`config.mk`:
```
export PLATFORM = sky130hd
export DESIGN_NAME = lca_rule_row
export DESIGN_NICKNAME = d
export VERILOG_FILES = /design/src/rtl/lca_pkg.sv /design/src/rtl/lca_rule_row.sv
export SDC_FILE = /design/constraint.sdc
export NUM_CORES = 1
export LEC_CHECK = 0
export ABC_AREA = 1
export BUFFER_PORTS_ARGS = -buffer_cell sky130_fd_sc_hd__buf_2
export CAP_MARGIN = 20
export CORE_MARGIN = 2
export CORE_UTILIZATION = 38
export DETAILED_ROUTE_END_ITERATION = 8
export PLACE_DENSITY = 0.65
export REMOVE_ABC_BUFFERS = 1
export SYNTH_ARGS = -nofsm -noshare
export SYNTH_HDL_FRONTEND = slang
export SYNTH_SLANG_ARGS = --single-unit
```
`constraint.sdc`:
```
create_clock -name vclk -period 4.2
set_input_delay 0.84 -clock vclk [all_inputs]
set_output_delay 0.84 -clock vclk [all_outputs]
set_load 0.005 [all_outputs]
```
`src/rtl/lca_pkg.sv`:
```
// ----------------------------------------------------------------------------
// lca_pkg
// shared sizes, codes and memory request type for the life grid step block
// ----------------------------------------------------------------------------
package lca_pkg;

    localparam int GRID_SIDE = 64;
    localparam int ROW_W     = $clog2(GRID_SIDE);
    localparam int COORD_W   = 6;

    // on-grid compare against the side length, one bit wider than a coordinate
    localparam logic [COORD_W:0] SIDE_CMP = (COORD_W + 1)'(GRID_SIDE);

    // neighbor counts of the b3/s23 rule
    localparam logic [3:0] BIRTH_COUNT   = 4'd3;
    localparam logic [3:0] SURVIVE_COUNT = 4'd2;

    typedef enum logic [1:0] {
        KIND_WRITE = 2'd0,
        KIND_READ  = 2'd1,
        KIND_STEP  = 2'd2
    } kind_t;

    typedef struct packed {
        logic                  rd_en;
        logic [ROW_W-1:0]      rd_addr;
        logic                  wr_en;
        logic [ROW_W-1:0]      wr_addr;
        logic [GRID_SIDE-1:0]  wr_data;
    } grid_req_t;

endpackage

```
`src/rtl/lca_rule_row.sv`:
```
// ----------------------------------------------------------------------------
// lca_rule_row
// row-wide b3/s23 rule unit: next state of one row from the rows around it
// ----------------------------------------------------------------------------
module lca_rule_row (
    input  logic [lca_pkg::GRID_SIDE-1:0] row_up,
    input  logic [lca_pkg::GRID_SIDE-1:0] row_mid,
    input  logic [lca_pkg::GRID_SIDE-1:0] row_down,
    output logic [lca_pkg::GRID_SIDE-1:0] row_next
);
    import lca_pkg::*;

    // zero padding on both edges, column c sits at padded bit c+1
    logic [GRID_SIDE+1:0] up_pad;
    logic [GRID_SIDE+1:0] mid_pad;
    logic [GRID_SIDE+1:0] down_pad;

    assign up_pad   = {1'b0, row_up, 1'b0};
    assign mid_pad  = {1'b0, row_mid, 1'b0};
    assign down_pad = {1'b0, row_down, 1'b0};

    for (genvar c = 0; c < GRID_SIDE; c++) begin : g_col
        logic [3:0] cnt;

        assign cnt = 4'(up_pad[c])   + 4'(up_pad[c+1])   + 4'(up_pad[c+2])
                   + 4'(mid_pad[c])                      + 4'(mid_pad[c+2])
                   + 4'(down_pad[c]) + 4'(down_pad[c+1]) + 4'(down_pad[c+2]);

        assign row_next[c] = (cnt == BIRTH_COUNT) || (row_mid[c] && (cnt == SURVIVE_COUNT));
    end

endmodule

```
==> impl_metrics.json, run 1 <==
{
  "gr-total-overflow": 0,
  "hpwl_mm": 23.0,
  "cp_slowest_cell": "fa_1",
  "fp.coreArea_mm2": 0.0296,
  "violations": "setup timing",
  "cp_cell_sequence": "buf_8 -> inv_4 -> buf_6 -> fa_1 -> fa_1 -> fa_1 -> inv_2 -> ha_4 -> fa_2 -> nand3_2 -> a21oi_2 -> buf_2",
  "yosysWarnings": 0,
  "critPathMaxFanout": 2,
  "grt_pass1_vias": 10400,
  "ant_nets": 0,
  "post-route-drc-count": 0,
  "setup_ws_ns": -0.255,
  "wire_per_inst_um": 11.5,
  "grt_max_degree": 4,
  "hp-class": "input port to primary output",
  "hold_end": "row_next[63]",
  "initial_utilization_pct": 38.6,
  "yosysSeqAreaShare_pct": 0,
  "p_clk_share_pct": 0,
  "layout_commonest_cell": "inv_1",
  "setup_viol": 61,
  "rows": 63,
  "portBuffers": 256,
  "p_total_mw": 3.80,
  "syn_area_mm2": 0.0114,
  "cap_viol_max_count": 0,
  "fmax_mhz": 224,
  "hold_viol": 0,
  "vias": 9579,
  "num-fill-cells": 2714,
  "first_pass_iters": 4,
  "routed_wirelength_mm": 25.5,
  "pwr-share-comb_pct": 100.0,
  "crit_path_end_kind": "primary output",
  "syn2layout_area_growth_pct": 36.7,
  "drt-initial-drc-count": 195,
  "grt_use_total_pct": 16.6,
  "post-place-ws_ns": -0.360,
  "cp-start-kind": "input port",
  "busiest_layer": "met2",
  "critPathMaxStageDelay_ns": 0.56,
  "antenna_found_initial": 0,
  "die_w_um": 177,
  "crit_type": "input port to primary output",
  "nClkBuffers": 0,
  "nFlopsAndLatches": 0,
  "met1_usage_pct": 21.9,
  "hold_ws_ns": 2.03,
  "avgSynthCellArea_um2": 7.90,
  "tightest_slew_ns": 0.241,
  "hp-start": "row_mid[63]",
  "rsz0062_at_grt": "yes",
  "avgViaCountPerCell": 4.32,
  "switchingPower_mw": 2.01,
  "grt_first_pass_wirelength_mm": 44.3,
  "die_height_um": 177,
  "ff_latch_area_um2": 0,
  "max_slew_margin_pct": 83.9,
  "power_frac_seq_pct": 0,
  "critPathArrivalTime_ns": 3.61,
  "grt_use_met2_pct": 30.4,
  "drive_gt1_share_pct": 35.1,
  "powerDensity_mw_per_mm2": 244,
  "ys_types": 10,
  "io_pins": 256,
  "switching_share_pct": 52.9,
  "place.gp.congestion": 0.824,
  "synth_cells": 1443,
  "die_area_mm2": 0.0314,
  "vdd_drop_max_mv": 0.119,
  "grt_use_met3_pct": 2.04,
  "p_int_mw": 1.79,
  "ctsHoldBuffers": 0,
  "p_leak_nw": 8.87,
  "antennaDiodeCount": 0,
  "drv_slew": 0,
  "status": "finished, violations left",
  "num-nets-final": 2463,
  "fin_crit_ns": 4.45,
  "crit_top_cell": "fa_1",
  "whs_path_depth": 4,
  "period_share_pct": 106,
  "final_cell_mix": "inv_1, fa_1, nand2_1, buf_2",
  "critPathRequiredTime_ns": 3.36
}
==> kinds of logic after synthesis <==
kind of cell | synth area share [%]
AOI/OAI and AO/OA | 2.83
adders and majority gates | 64.9
buffers and inverters | 20.6
and+or+nand+nor | 11.7
==> synthesized netlist by cell type, drive strengths merged <==
library cell / count / area, um2
or2: 1 / 6.26
ha: 188 / 2350
fa: 252 / 5040
nand2: 185 / 694
nor2: 6 / 22.5
nand3: 122 / 611
a21oi: 61 / 305
a21boi: 1 / 7.51
o21ai: 2 / 10.0
inv: 625 / 2350
==> per-layer routing <==
layer,vias to the layer above,part of all wire (%)
li1,4879,-
met1,4479,43
met2,207,50
met3,14,6.1
met4,0,0.73
met5,-,0
==> what timing repair did <==
item	CTS	global route
pin swaps	102	69
gates resized for setup	299	157
setup buffers	1	4
endpoints found under the setup margin	61	62
==> final cells by class <==
| cell class | count | area [um2] | area share (%) |
|---|---|---|---|
| inverters | 625 | 2490 | 16.0 |
| well taps | 390 | 488 | 3.13 |
| repair buffers | 386 | 2880 | 18.5 |
| multi-input cells | 818 | 9720 | 62.4 |
==> worst max-delay path, delay by kind of cell <==
family	cells	cell delay (ns)
fa+ha+maj	5	2.21
buf+inv	5	0.38
simple gates	1	0.07
compound gates	1	0.11
==> worst max path at each step <==
| stage | start | endpoint | cells after the start |
|---|---|---|---|
| 2_1_floorplan | row_up[19] | row_next[20] | 9 |
| 3_3_place_gp | row_up[31] | row_next[32] | 11 |
| 3_5_place_dp | row_up[31] | row_next[32] | 11 |
| 4_1_cts | row_up[58] | row_next[58] | 12 |
| 5_1_grt | row_up[58] | row_next[58] | 12 |
| 6_report | row_up[58] | row_next[58] | 12 |
==> metrics by stage <==
step	setup TNS, ns	util [%]	cell area [um2]	cells
after CTS	-9.43	50.5	14900	2215
after detailed placement	-14.27	47.7	14100	2214
after floorplan	0	-	11400	1443
after global routing	-12.78	52.7	15600	2219
final	-6.87	52.7	15600	2219
after global placement	-12.70	47.7	14100	2214
==> power by group through the flow <==
stage	clock network [mW]	registers, mW	logic [mW]
2_1_floorplan	0	0	2.28
3_3_place_gp	0	0	3.16
3_5_place_dp	0	0	3.32
4_1_cts	0	0	3.58
5_1_grt	0	0	4.47
6_report	0	0	3.80
(Power assumes the default switching activity.)
==> run 2: changes to the inputs <==
--- a/config.mk
+++ b/config.mk
@@ -8,10 +8,10 @@
 export ABC_AREA = 1
 export BUFFER_PORTS_ARGS = -buffer_cell sky130_fd_sc_hd__buf_2
 export CAP_MARGIN = 20
-export CORE_MARGIN = 2
+export CORE_MARGIN = 4
 export CORE_UTILIZATION = 38
 export DETAILED_ROUTE_END_ITERATION = 8
-export PLACE_DENSITY = 0.65
+export PLACE_DENSITY = 0.68
 export REMOVE_ABC_BUFFERS = 1
 export SYNTH_ARGS = -nofsm -noshare
 export SYNTH_HDL_FRONTEND = slang
==> run 2 against run 1 <==
  * The flow still finishes with violations (setup timing)
  * Global-route usage shrank 1.3 points
  * Core utilization decreased by 0.84 points
  * Final cell count decreased by 0.50%
  * Worst hold slack worse by 0.0071 ns
  * Worst setup slack better by 0.057 ns
  * First-iteration DRC count grew 20%
  * Design area is 1.3% lower
  * Maximum frequency increased by 1.3%
  * Largest cell class unchanged
  * Highest routed layer unchanged
==> impl_metrics.json, run 2 (synthesized netlist as in run 1, its figures left out) <==
{
  "period_share_pct": 105,
  "critPathMaxFanout": 2,
  "fp.coreArea_mm2": 0.0296,
  "max_slew_margin_pct": 82.0,
  "grt_max_degree": 4,
  "critPathRequiredTime_ns": 3.36,
  "drt-initial-drc-count": 234,
  "vdd_drop_max_mv": 0.143,
  "syn2layout_area_growth_pct": 34.9,
  "grt_pass1_vias": 10300,
  "die_height_um": 181,
  "p_total_mw": 3.73,
  "nFlopsAndLatches": 0,
  "crit_path_end_kind": "primary output",
  "post-route-drc-count": 0,
  "crit_type": "input port to primary output",
  "routed_wirelength_mm": 25.6,
  "hp-class": "input port to primary output",
  "dpl_cell_area_mm2": 0.0141,
  "antennaDiodeCount": 0,
  "die_area_mm2": 0.0328,
  "setup_ws_ns": -0.198,
  "tightest_slew_ns": 0.270,
  "nClkBuffers": 0,
  "hpwl_mm": 23.4,
  "io_pins": 256,
  "fin_util_pct": 51.9,
  "totalNegativeSetupSlack_ns": -6.75,
  "cp-start-kind": "input port",
  "die_w_um": 181,
  "initial_utilization_pct": 38.5,
  "critPathArrivalTime_ns": 3.56,
  "powerDensity_mw_per_mm2": 243,
  "wire_per_inst_um": 11.6,
  "rsz0062_at_grt": "yes",
  "status": "finished, violations left",
  "vias": 9628,
  "violations": "setup timing",
  "cap_viol_max_count": 0,
  "drv_slew": 0,
  "fin_area_mm2": 0.0154,
  "post-cts-setup-buffers": 0,
  "fmax_mhz": 227,
  "p_leak_nw": 8.80,
  "setup_viol": 61,
  "fin_crit_ns": 4.40,
  "grt_first_pass_wirelength_mm": 44.2,
  "hold_viol": 0,
  "crit_buf_inv": 4,
  "cp_slowest_cell": "fa_1",
  "crit_family": "adder cells",
  "cp_cell_sequence": "buf_8 -> inv_4 -> fa_1 -> fa_1 -> fa_1 -> inv_2 -> ha_4 -> fa_1 -> nand3_1 -> a21oi_2 -> buf_2",
  "ant_nets": 0,
  "num-nets-final": 2452,
  "first_pass_iters": 4,
  "drive_gt1_share_pct": 33.8,
  "crit_top_cell": "fa_1",
  "ff_latch_area_um2": 0,
  "avgViaCountPerCell": 4.36,
  "portBuffers": 256,
  "place.gp.congestion": 0.872,
  "gr-total-overflow": 0,
  "critPathMaxStageDelay_ns": 0.56,
  "rows": 63,
  "antenna_found_initial": 0,
  "layout_commonest_cell": "inv_1",
  "final_cell_mix": "inv_1, fa_1, nand2_1, buf_2, ha_1",
  "grt_use_total_pct": 15.3
}
[run 2: cell types whose count changed in the layout (fill, tap and decap cells not counted), moves of 2 or more]
cell	before	now
inv_1	503	515
buf_4	127	117
buf_6	47	38
inv_4	54	45
buf_2	178	184
ha_4	22	16
ha_2	39	44
inv_2	66	62
nand3_1	100	103
nand3_2	22	19
fa_1	247	249
fa_2	5	3
[run 2: where the power goes]
part | total (mW) | leakage (nW) | internal, mW | switching, mW
combinational | 3.73 | 8.80 | 1.75 | 1.98
sequential | 0 | 0 | 0 | 0
clock | 0 | 0 | 0 | 0
[run 2: final timing paths]
kind                         from      endpoint  slack (ns)  depth (start not counted)
worst max-delay path  row_mid[46]  row_next[47]       -0.20                         11
worst min-delay path  row_mid[63]  row_next[63]        2.02                          4
[run 2: final cells by class]
cell class / count / area (um2)
Inverter: 625 / 2470
Fill cell: 2748 / 14300
Multi-Input combinational cell: 818 / 9640
Tap cell: 390 / 488
Timing Repair Buffer: 375 / 2770
[run 2: repair_timing]
action	in CTS	in global routing
pin swaps	98	66
endpoints found under the setup margin	61	61
hold buffers	0	0
gates resized for setup	268	154
[run 2: layer usage]
layer / part of all wire, % / global-route usage (%) / vias up / wire length (um)
met3: 5.4 / 1.17 / 10 / 1400
li1: - / - / 4852 / -
met1: 42 / 20.0 / 4543 / 10700
met4: 0.39 / 0.330 / 0 / 99
met5: 0 / 0 / - / 0
met2: 52 / 29.2 / 223 / 13400
[run 2: through the flow]
stage | cells | worst slack [ns] | hold slack, ns
after floorplan | 1443 | 0.114 | 1.83
after global placement | 2208 | -0.348 | 2.03
after detailed placement | 2208 | -0.399 | 2.03
after CTS | 2208 | -0.261 | 2.03
after global routing | 2208 | -0.275 | 2.06
final | 2208 | -0.198 | 2.02
