===== config.mk =====
export PLATFORM = sky130hd
export DESIGN_NAME = lca_grid_mem
export DESIGN_NICKNAME = d
export VERILOG_FILES = /design/src/rtl/lca_pkg.sv /design/src/rtl/lca_grid_mem.sv
export SDC_FILE = /design/constraint.sdc
export NUM_CORES = 2
export LEC_CHECK = 0
export BUFFER_PORTS_ARGS = -buffer_cell sky130_fd_sc_hd__buf_4
export CELL_PAD_IN_SITES_DETAIL_PLACEMENT = 1
export CELL_PAD_IN_SITES_GLOBAL_PLACEMENT = 2
export CORE_MARGIN = 5
export CORE_UTILIZATION = 56
export DETAILED_ROUTE_END_ITERATION = 10
export GPL_TIMING_DRIVEN = 0
export PLACE_DENSITY_LB_ADDON = 0.1
export SETUP_SLACK_MARGIN = 0.3
export SLEW_MARGIN = 30
export SYNTH_ARGS = -nofsm -noshare
export SYNTH_HDL_FRONTEND = slang
export SYNTH_SLANG_ARGS = --single-unit
export TNS_END_PERCENT = 30

===== constraint.sdc =====
create_clock -name aclk -period 14.45 [get_ports aclk]
set_clock_uncertainty 0.2 [all_clocks]
set_input_delay 1.445 -clock aclk [delete_from_list [all_inputs] [get_ports aclk]]
set_output_delay 1.445 -clock aclk [all_outputs]
set_load 0.05 [all_outputs]

===== src/rtl/lca_pkg.sv =====
// ----------------------------------------------------------------------------
// lca_pkg
// shared sizes, codes and memory request type for the life grid step block
// ----------------------------------------------------------------------------
package lca_pkg;

    localparam int GRID_SIDE = 64;
    localparam int ROW_W     = $clog2(GRID_SIDE);
    localparam int COORD_W   = 6;

    // on-grid compare against the side length, one bit wider than a coordinate
    localparam logic [COORD_W:0] SIDE_CMP = (COORD_W + 1)'(GRID_SIDE);

    // neighbor counts of the b3/s23 rule
    localparam logic [3:0] BIRTH_COUNT   = 4'd3;
    localparam logic [3:0] SURVIVE_COUNT = 4'd2;

    typedef enum logic [1:0] {
        KIND_WRITE = 2'd0,
        KIND_READ  = 2'd1,
        KIND_STEP  = 2'd2
    } kind_t;

    typedef struct packed {
        logic                  rd_en;
        logic [ROW_W-1:0]      rd_addr;
        logic                  wr_en;
        logic [ROW_W-1:0]      wr_addr;
        logic [GRID_SIDE-1:0]  wr_data;
    } grid_req_t;

endpackage


===== src/rtl/lca_grid_mem.sv =====
// ----------------------------------------------------------------------------
// lca_grid_mem
// grid row store, one write and one registered read per cycle, with per-row
// valid bits so that rows never written read as dead
// ----------------------------------------------------------------------------
module lca_grid_mem (
    input  logic                          aclk,
    input  logic                          aresetn,
    input  lca_pkg::grid_req_t            req,
    output logic [lca_pkg::GRID_SIDE-1:0] rd_row
);
    import lca_pkg::*;

    logic [GRID_SIDE-1:0] grid_mem_reg [GRID_SIDE];
    logic [GRID_SIDE-1:0] row_vld_reg;
    logic [GRID_SIDE-1:0] rd_data_reg;
    logic                 rd_vld_reg;

    always_ff @(posedge aclk) begin
        if (req.wr_en) begin
            grid_mem_reg[req.wr_addr] <= req.wr_data;
        end
        if (req.rd_en) begin
            rd_data_reg <= grid_mem_reg[req.rd_addr];
        end
    end

    always_ff @(posedge aclk) begin
        if (!aresetn) begin
            row_vld_reg <= '0;
            rd_vld_reg  <= 1'b0;
        end else begin
            if (req.wr_en) begin
                row_vld_reg[req.wr_addr] <= 1'b1;
            end
            if (req.rd_en) begin
                rd_vld_reg <= row_vld_reg[req.rd_addr];
            end
        end
    end

    assign rd_row = rd_vld_reg ? rd_data_reg : '0;

endmodule


==> flow_summary.html <==
<table>
<tr><th>Metric</th><th>Value</th></tr>
<tr><th colspan="2">Yosys</th></tr>
<tr><td>Number of different library cells in the post-synthesis netlist</td><td>30</td></tr>
<tr><td>Mean area per synthesized cell</td><td>roughly 25 µm²</td></tr>
<tr><td>Synth Warn #</td><td>0</td></tr>
<tr><td>Cells after Synth</td><td>between 6000 and 7000</td></tr>
<tr><td>Mapped Nets</td><td>6400</td></tr>
<tr><td>Post-synthesis instance area</td><td>roughly 160000 µm²</td></tr>
<tr><td>Part of the Yosys area used for sequential elements</td><td>about four fifths</td></tr>
<tr><td>Number of register bits inferred by synthesis</td><td>roughly 4200</td></tr>
<tr><th colspan="2">Floorplanning</th></tr>
<tr><td>Area enclosed by the die boundary</td><td>~300000 µm²</td></tr>
<tr><td>Die X-Extent</td><td>544 µm</td></tr>
<tr><td>Overall die height</td><td>between 500 and 600 µm</td></tr>
<tr><td>Top-level I/O count</td><td>between 100 and 150</td></tr>
<tr><td>Core ar.</td><td>284000 µm²</td></tr>
<tr><td>Initial core utilization</td><td>between 50% and 60%</td></tr>
<tr><td>Row count</td><td>196</td></tr>
<tr><th colspan="2">Place</th></tr>
<tr><td>Pre-CTS setup slack</td><td>around 8.5 ns</td></tr>
<tr><td>Routability cong.</td><td>slightly below 0.8</td></tr>
<tr><td>Number of instances in the placed design</td><td>10600</td></tr>
<tr><td>I/O Buffers</td><td>136</td></tr>
<tr><td>Placed wire-length estimate after detailed placement</td><td>about 300000 µm</td></tr>
<tr><td>Cell area after placement</td><td>~170000 µm²</td></tr>
<tr><th colspan="2">Pwr</th></tr>
<tr><td>Leakage component of the power</td><td>approximately 59 nW</td></tr>
<tr><td>Peak ir drop on the vdd network</td><td>roughly 110 µV</td></tr>
<tr><td>Areal power density over the cells</td><td>137 nW/µm²</td></tr>
<tr><td>Total Power</td><td>25.8 mW</td></tr>
<tr><th colspan="2">Detailed routing</th></tr>
<tr><td>Final ANT Viol Nets</td><td>0</td></tr>
<tr><td>Count of routing violations after the opening detailed-route iteration</td><td>about 9900</td></tr>
<tr><td>Routed via count</td><td>between 70000 and 80000</td></tr>
<tr><td>DRC violations left</td><td>0</td></tr>
<tr><td>Wire per inst</td><td>39.1 µm</td></tr>
<tr><td>Via density per instance</td><td>about 6.7</td></tr>
<tr><td>Pre-Repair DR Iteration Count</td><td>8</td></tr>
<tr><td>Overall routed net length</td><td>445000 µm</td></tr>
<tr><th colspan="2">Timing</th></tr>
<tr><td>Post-layout min period</td><td>roughly 5 ns</td></tr>
<tr><td>Period utilisation layout</td><td>roughly a third</td></tr>
<tr><td>Setup ws final</td><td>roughly 9.4 ns</td></tr>
<tr><td>Worst slew margin relative to its limit</td><td>24.7%</td></tr>
<tr><td>Post-Route Hold Slack</td><td>roughly 0.26 ns</td></tr>
<tr><td>Maximum operating frequency</td><td>between 150 and 200 MHz</td></tr>
<tr><td>Final TNS setup</td><td>0 ns</td></tr>
<tr><td>Final Hold Fails</td><td>0</td></tr>
<tr><td>Actual transition at the worst max-transition pin</td><td>1.13 ns</td></tr>
<tr><td>Final max-slew violation count</td><td>0</td></tr>
<tr><td>Final setup fails</td><td>0</td></tr>
<tr><td>RSZ-0062 raised after global routing</td><td>no</td></tr>
<tr><th colspan="2">Worst setup path</th></tr>
<tr><td>Critical path type</td><td>primary input to flop</td></tr>
<tr><td>Arr. time, crit path</td><td>around 5.5 ns</td></tr>
<tr><td>Kind of start point of the critical path</td><td>primary input</td></tr>
<tr><td>Slowest stage delay, CP</td><td>about 0.91 ns</td></tr>
<tr><td>Combined buffer and inverter count along the critical path</td><td>4</td></tr>
<tr><td>Family of cells with the greatest summed delay on the critical path</td><td>buffers and inverters</td></tr>
<tr><td>Worst path cell trace</td><td>buf_2 -&gt; buf_4 -&gt; buf_2 -&gt; clkbuf_1 -&gt; mux4_2 -&gt; mux4_2 -&gt; a22oi_1 -&gt; nand2_1</td></tr>
<tr><td>Required time of the critical path</td><td>roughly 15 ns</td></tr>
<tr><td>CP Max Fanout</td><td>10</td></tr>
<tr><td>CP endpoint kind</td><td>flop</td></tr>
<tr><td>Crit path max-delay cell type</td><td>sky130_fd_sc_hd__buf_2</td></tr>
<tr><th colspan="2">Cells and area</th></tr>
<tr><td>Final standard cell count with taps included and fillers excluded</td><td>11400</td></tr>
<tr><td>Layout area overhead</td><td>17.9%</td></tr>
<tr><td>Fin area</td><td>around 190000 µm²</td></tr>
<tr><td>Total Nets Final</td><td>roughly 7300</td></tr>
<tr><td>Flip-flop count of the largest register, all copies and words added</td><td>about 4100</td></tr>
<tr><td>Layout cells sized above 1</td><td>about a third</td></tr>
<tr><td>Core Util, Final</td><td>between 60% and 70%</td></tr>
<tr><th colspan="2">CTS</th></tr>
<tr><td>Post-CTS Setup Inserts</td><td>0</td></tr>
<tr><td>TritonCTS clock tree</td><td>built</td></tr>
<tr><td>Cells resized by post-CTS repair</td><td>0</td></tr>
<tr><td>Sink Count</td><td>around 4200</td></tr>
<tr><td>Clock insertion delay at the later pin of the skew report</td><td>approximately 0.95 ns</td></tr>
<tr><td>Number of hold buffers added after cts</td><td>0</td></tr>
<tr><td>Clock Tree Buf Depth</td><td>4</td></tr>
<tr><td>Number of buffers inserted during clock tree synthesis</td><td>421</td></tr>
<tr><td>Clock transition at the registers of the reported paths</td><td>0.06 ns</td></tr>
<tr><td>Level count of the clock H-tree</td><td>5</td></tr>
<tr><td>Root buffer selected by CTS</td><td>sky130_fd_sc_hd__clkbuf_16</td></tr>
<tr><th colspan="2">Global routing</th></tr>
<tr><td>Vias in the first global route</td><td>between 80000 and 90000</td></tr>
<tr><td>Overflow after GRT</td><td>0</td></tr>
<tr><td>Number of antenna violations at the first check in global routing</td><td>24</td></tr>
<tr><td>Pin count of the biggest net entering global routing</td><td>between 60 and 70</td></tr>
<tr><td>Global-route wire length before repair</td><td>630000 µm</td></tr>
<tr><td>Total Routing Usage GR</td><td>a little over 30%</td></tr>
<tr><th colspan="2">Worst hold path</th></tr>
<tr><td>Worst Hold Class</td><td>flop to flop</td></tr>
<tr><th colspan="2">Outcome</th></tr>
<tr><td>Result of the run</td><td>finished, final reports clean</td></tr>
<tr><th colspan="2">Job</th></tr>
<tr><td>Total of max-cap violations</td><td>0</td></tr>
</table>
layout make-up:
cell class	count	area, µm²
tap	3762	4710
timing repair buffer	501	9690
fill	21500	96300
multi-input combinational	1754	32400
clock buffer	521	11100
antenna	22	55.1
clock inverter	253	2510
buffer	341	1580
sequential	4225	126000
power breakdown:
group	internal [mW]	switching, mW
sequential	13.6	0.0262
clock	6.20	4.65
combinational	0.506	0.807
synthesized netlist by cell type:
cell,instances,share of area [%]
sky130_fd_sc_hd__a2111oi_0,6,0.033
sky130_fd_sc_hd__a211oi_1,2,0.0094
sky130_fd_sc_hd__a22oi_1,131,0.62
sky130_fd_sc_hd__a311oi_1,1,0.0055
sky130_fd_sc_hd__a31oi_1,1,0.0039
sky130_fd_sc_hd__a41oi_1,1,0.0055
sky130_fd_sc_hd__and2_1,65,0.25
sky130_fd_sc_hd__buf_1,37,0.087
sky130_fd_sc_hd__buf_2,109,0.34
sky130_fd_sc_hd__buf_4,4,0.019
sky130_fd_sc_hd__buf_6,3,0.021
sky130_fd_sc_hd__clkbuf_1,188,0.44
sky130_fd_sc_hd__dfxtp_1,65,0.82
sky130_fd_sc_hd__edfxtp_1,4160,78
sky130_fd_sc_hd__mux2_2,4,0.028
sky130_fd_sc_hd__mux2i_1,2,0.013
sky130_fd_sc_hd__mux4_2,1290,18
sky130_fd_sc_hd__nand2_1,72,0.17
sky130_fd_sc_hd__nand2b_1,10,0.039
sky130_fd_sc_hd__nand3_1,10,0.031
sky130_fd_sc_hd__nand3b_1,1,0.0047
sky130_fd_sc_hd__nand4_1,3,0.012
sky130_fd_sc_hd__nor2_1,64,0.15
sky130_fd_sc_hd__nor2b_1,16,0.063
sky130_fd_sc_hd__nor3_1,4,0.013
sky130_fd_sc_hd__nor4_1,2,0.0078
sky130_fd_sc_hd__o21a_1,64,0.30
sky130_fd_sc_hd__o21ai_0,2,0.0063
sky130_fd_sc_hd__o22ai_1,2,0.0078
sky130_fd_sc_hd__or3_1,1,0.0039
metal layers:
metal	vias up	routed length, µm	global-route usage, %
met2	4430	224000	50.5
met1	41600	163000	41.5
li1	29600	-	-
met4	18	14700	9.29
met5	-	118	0
met3	857	42800	6.63
cells in the final DEF (no fill, tap or decap), types with 3 or more instances in the layout:
| cell | instances |
|---|---|
| sky130_fd_sc_hd__a2111oi_0 | 6 |
| sky130_fd_sc_hd__a22oi_1 | 131 |
| sky130_fd_sc_hd__and2_1 | 65 |
| sky130_fd_sc_hd__buf_1 | 14 |
| sky130_fd_sc_hd__buf_12 | 35 |
| sky130_fd_sc_hd__buf_16 | 270 |
| sky130_fd_sc_hd__buf_2 | 128 |
| sky130_fd_sc_hd__buf_4 | 186 |
| sky130_fd_sc_hd__buf_6 | 9 |
| sky130_fd_sc_hd__buf_8 | 8 |
| sky130_fd_sc_hd__bufinv_16 | 42 |
| sky130_fd_sc_hd__clkbuf_1 | 221 |
| sky130_fd_sc_hd__clkbuf_16 | 429 |
| sky130_fd_sc_hd__clkbuf_2 | 55 |
| sky130_fd_sc_hd__clkbuf_4 | 8 |
| sky130_fd_sc_hd__clkinv_1 | 96 |
| sky130_fd_sc_hd__clkinv_16 | 6 |
| sky130_fd_sc_hd__clkinv_2 | 76 |
| sky130_fd_sc_hd__clkinv_8 | 5 |
| sky130_fd_sc_hd__clkinvlp_4 | 19 |
| sky130_fd_sc_hd__dfxtp_1 | 65 |
| sky130_fd_sc_hd__diode_2 | 22 |
| sky130_fd_sc_hd__edfxtp_1 | 4160 |
| sky130_fd_sc_hd__inv_6 | 5 |
| sky130_fd_sc_hd__mux2_2 | 4 |
| sky130_fd_sc_hd__mux4_2 | 1290 |
| sky130_fd_sc_hd__nand2_1 | 72 |
| sky130_fd_sc_hd__nand2b_1 | 10 |
| sky130_fd_sc_hd__nand3_1 | 10 |
| sky130_fd_sc_hd__nand4_1 | 3 |
| sky130_fd_sc_hd__nor2_1 | 3 |
| sky130_fd_sc_hd__nor2_4 | 61 |
| sky130_fd_sc_hd__nor2b_1 | 16 |
| sky130_fd_sc_hd__nor3_2 | 4 |
| sky130_fd_sc_hd__o21a_1 | 64 |
kinds of logic (layout without fill, tap and decap cells):
kind of cell	Yosys count	in the layout	synth area share [%]
buffers and inverters	341	1616	0.911
flip-flops	4225	4225	79.1
AO/OA/AOI/OAI	210	210	0.989
other	0	22	0
multiplexers	1296	1296	18.2
AND/OR/NAND/NOR	248	248	0.749
worst paths after layout:
path / start / end / slack, ns / cells after the start
worst min register to register: row_vld_reg[43]$_SDFFE_PN0P_ / row_vld_reg[43]$_SDFFE_PN0P_ / 0.26 / 1
worst max-delay path: req[73] / rd_data_reg[35]$_DFFE_PP_ / 9.40 / 8
worst max register to register: grid_mem_reg[43][33]$_DFFE_PP_ / rd_data_reg[33]$_DFFE_PP_ / 11.77 / 4
worst min-delay path: row_vld_reg[43]$_SDFFE_PN0P_ / row_vld_reg[43]$_SDFFE_PN0P_ / 0.26 / 1
Note: power is estimated with default switching activity, not from simulation.
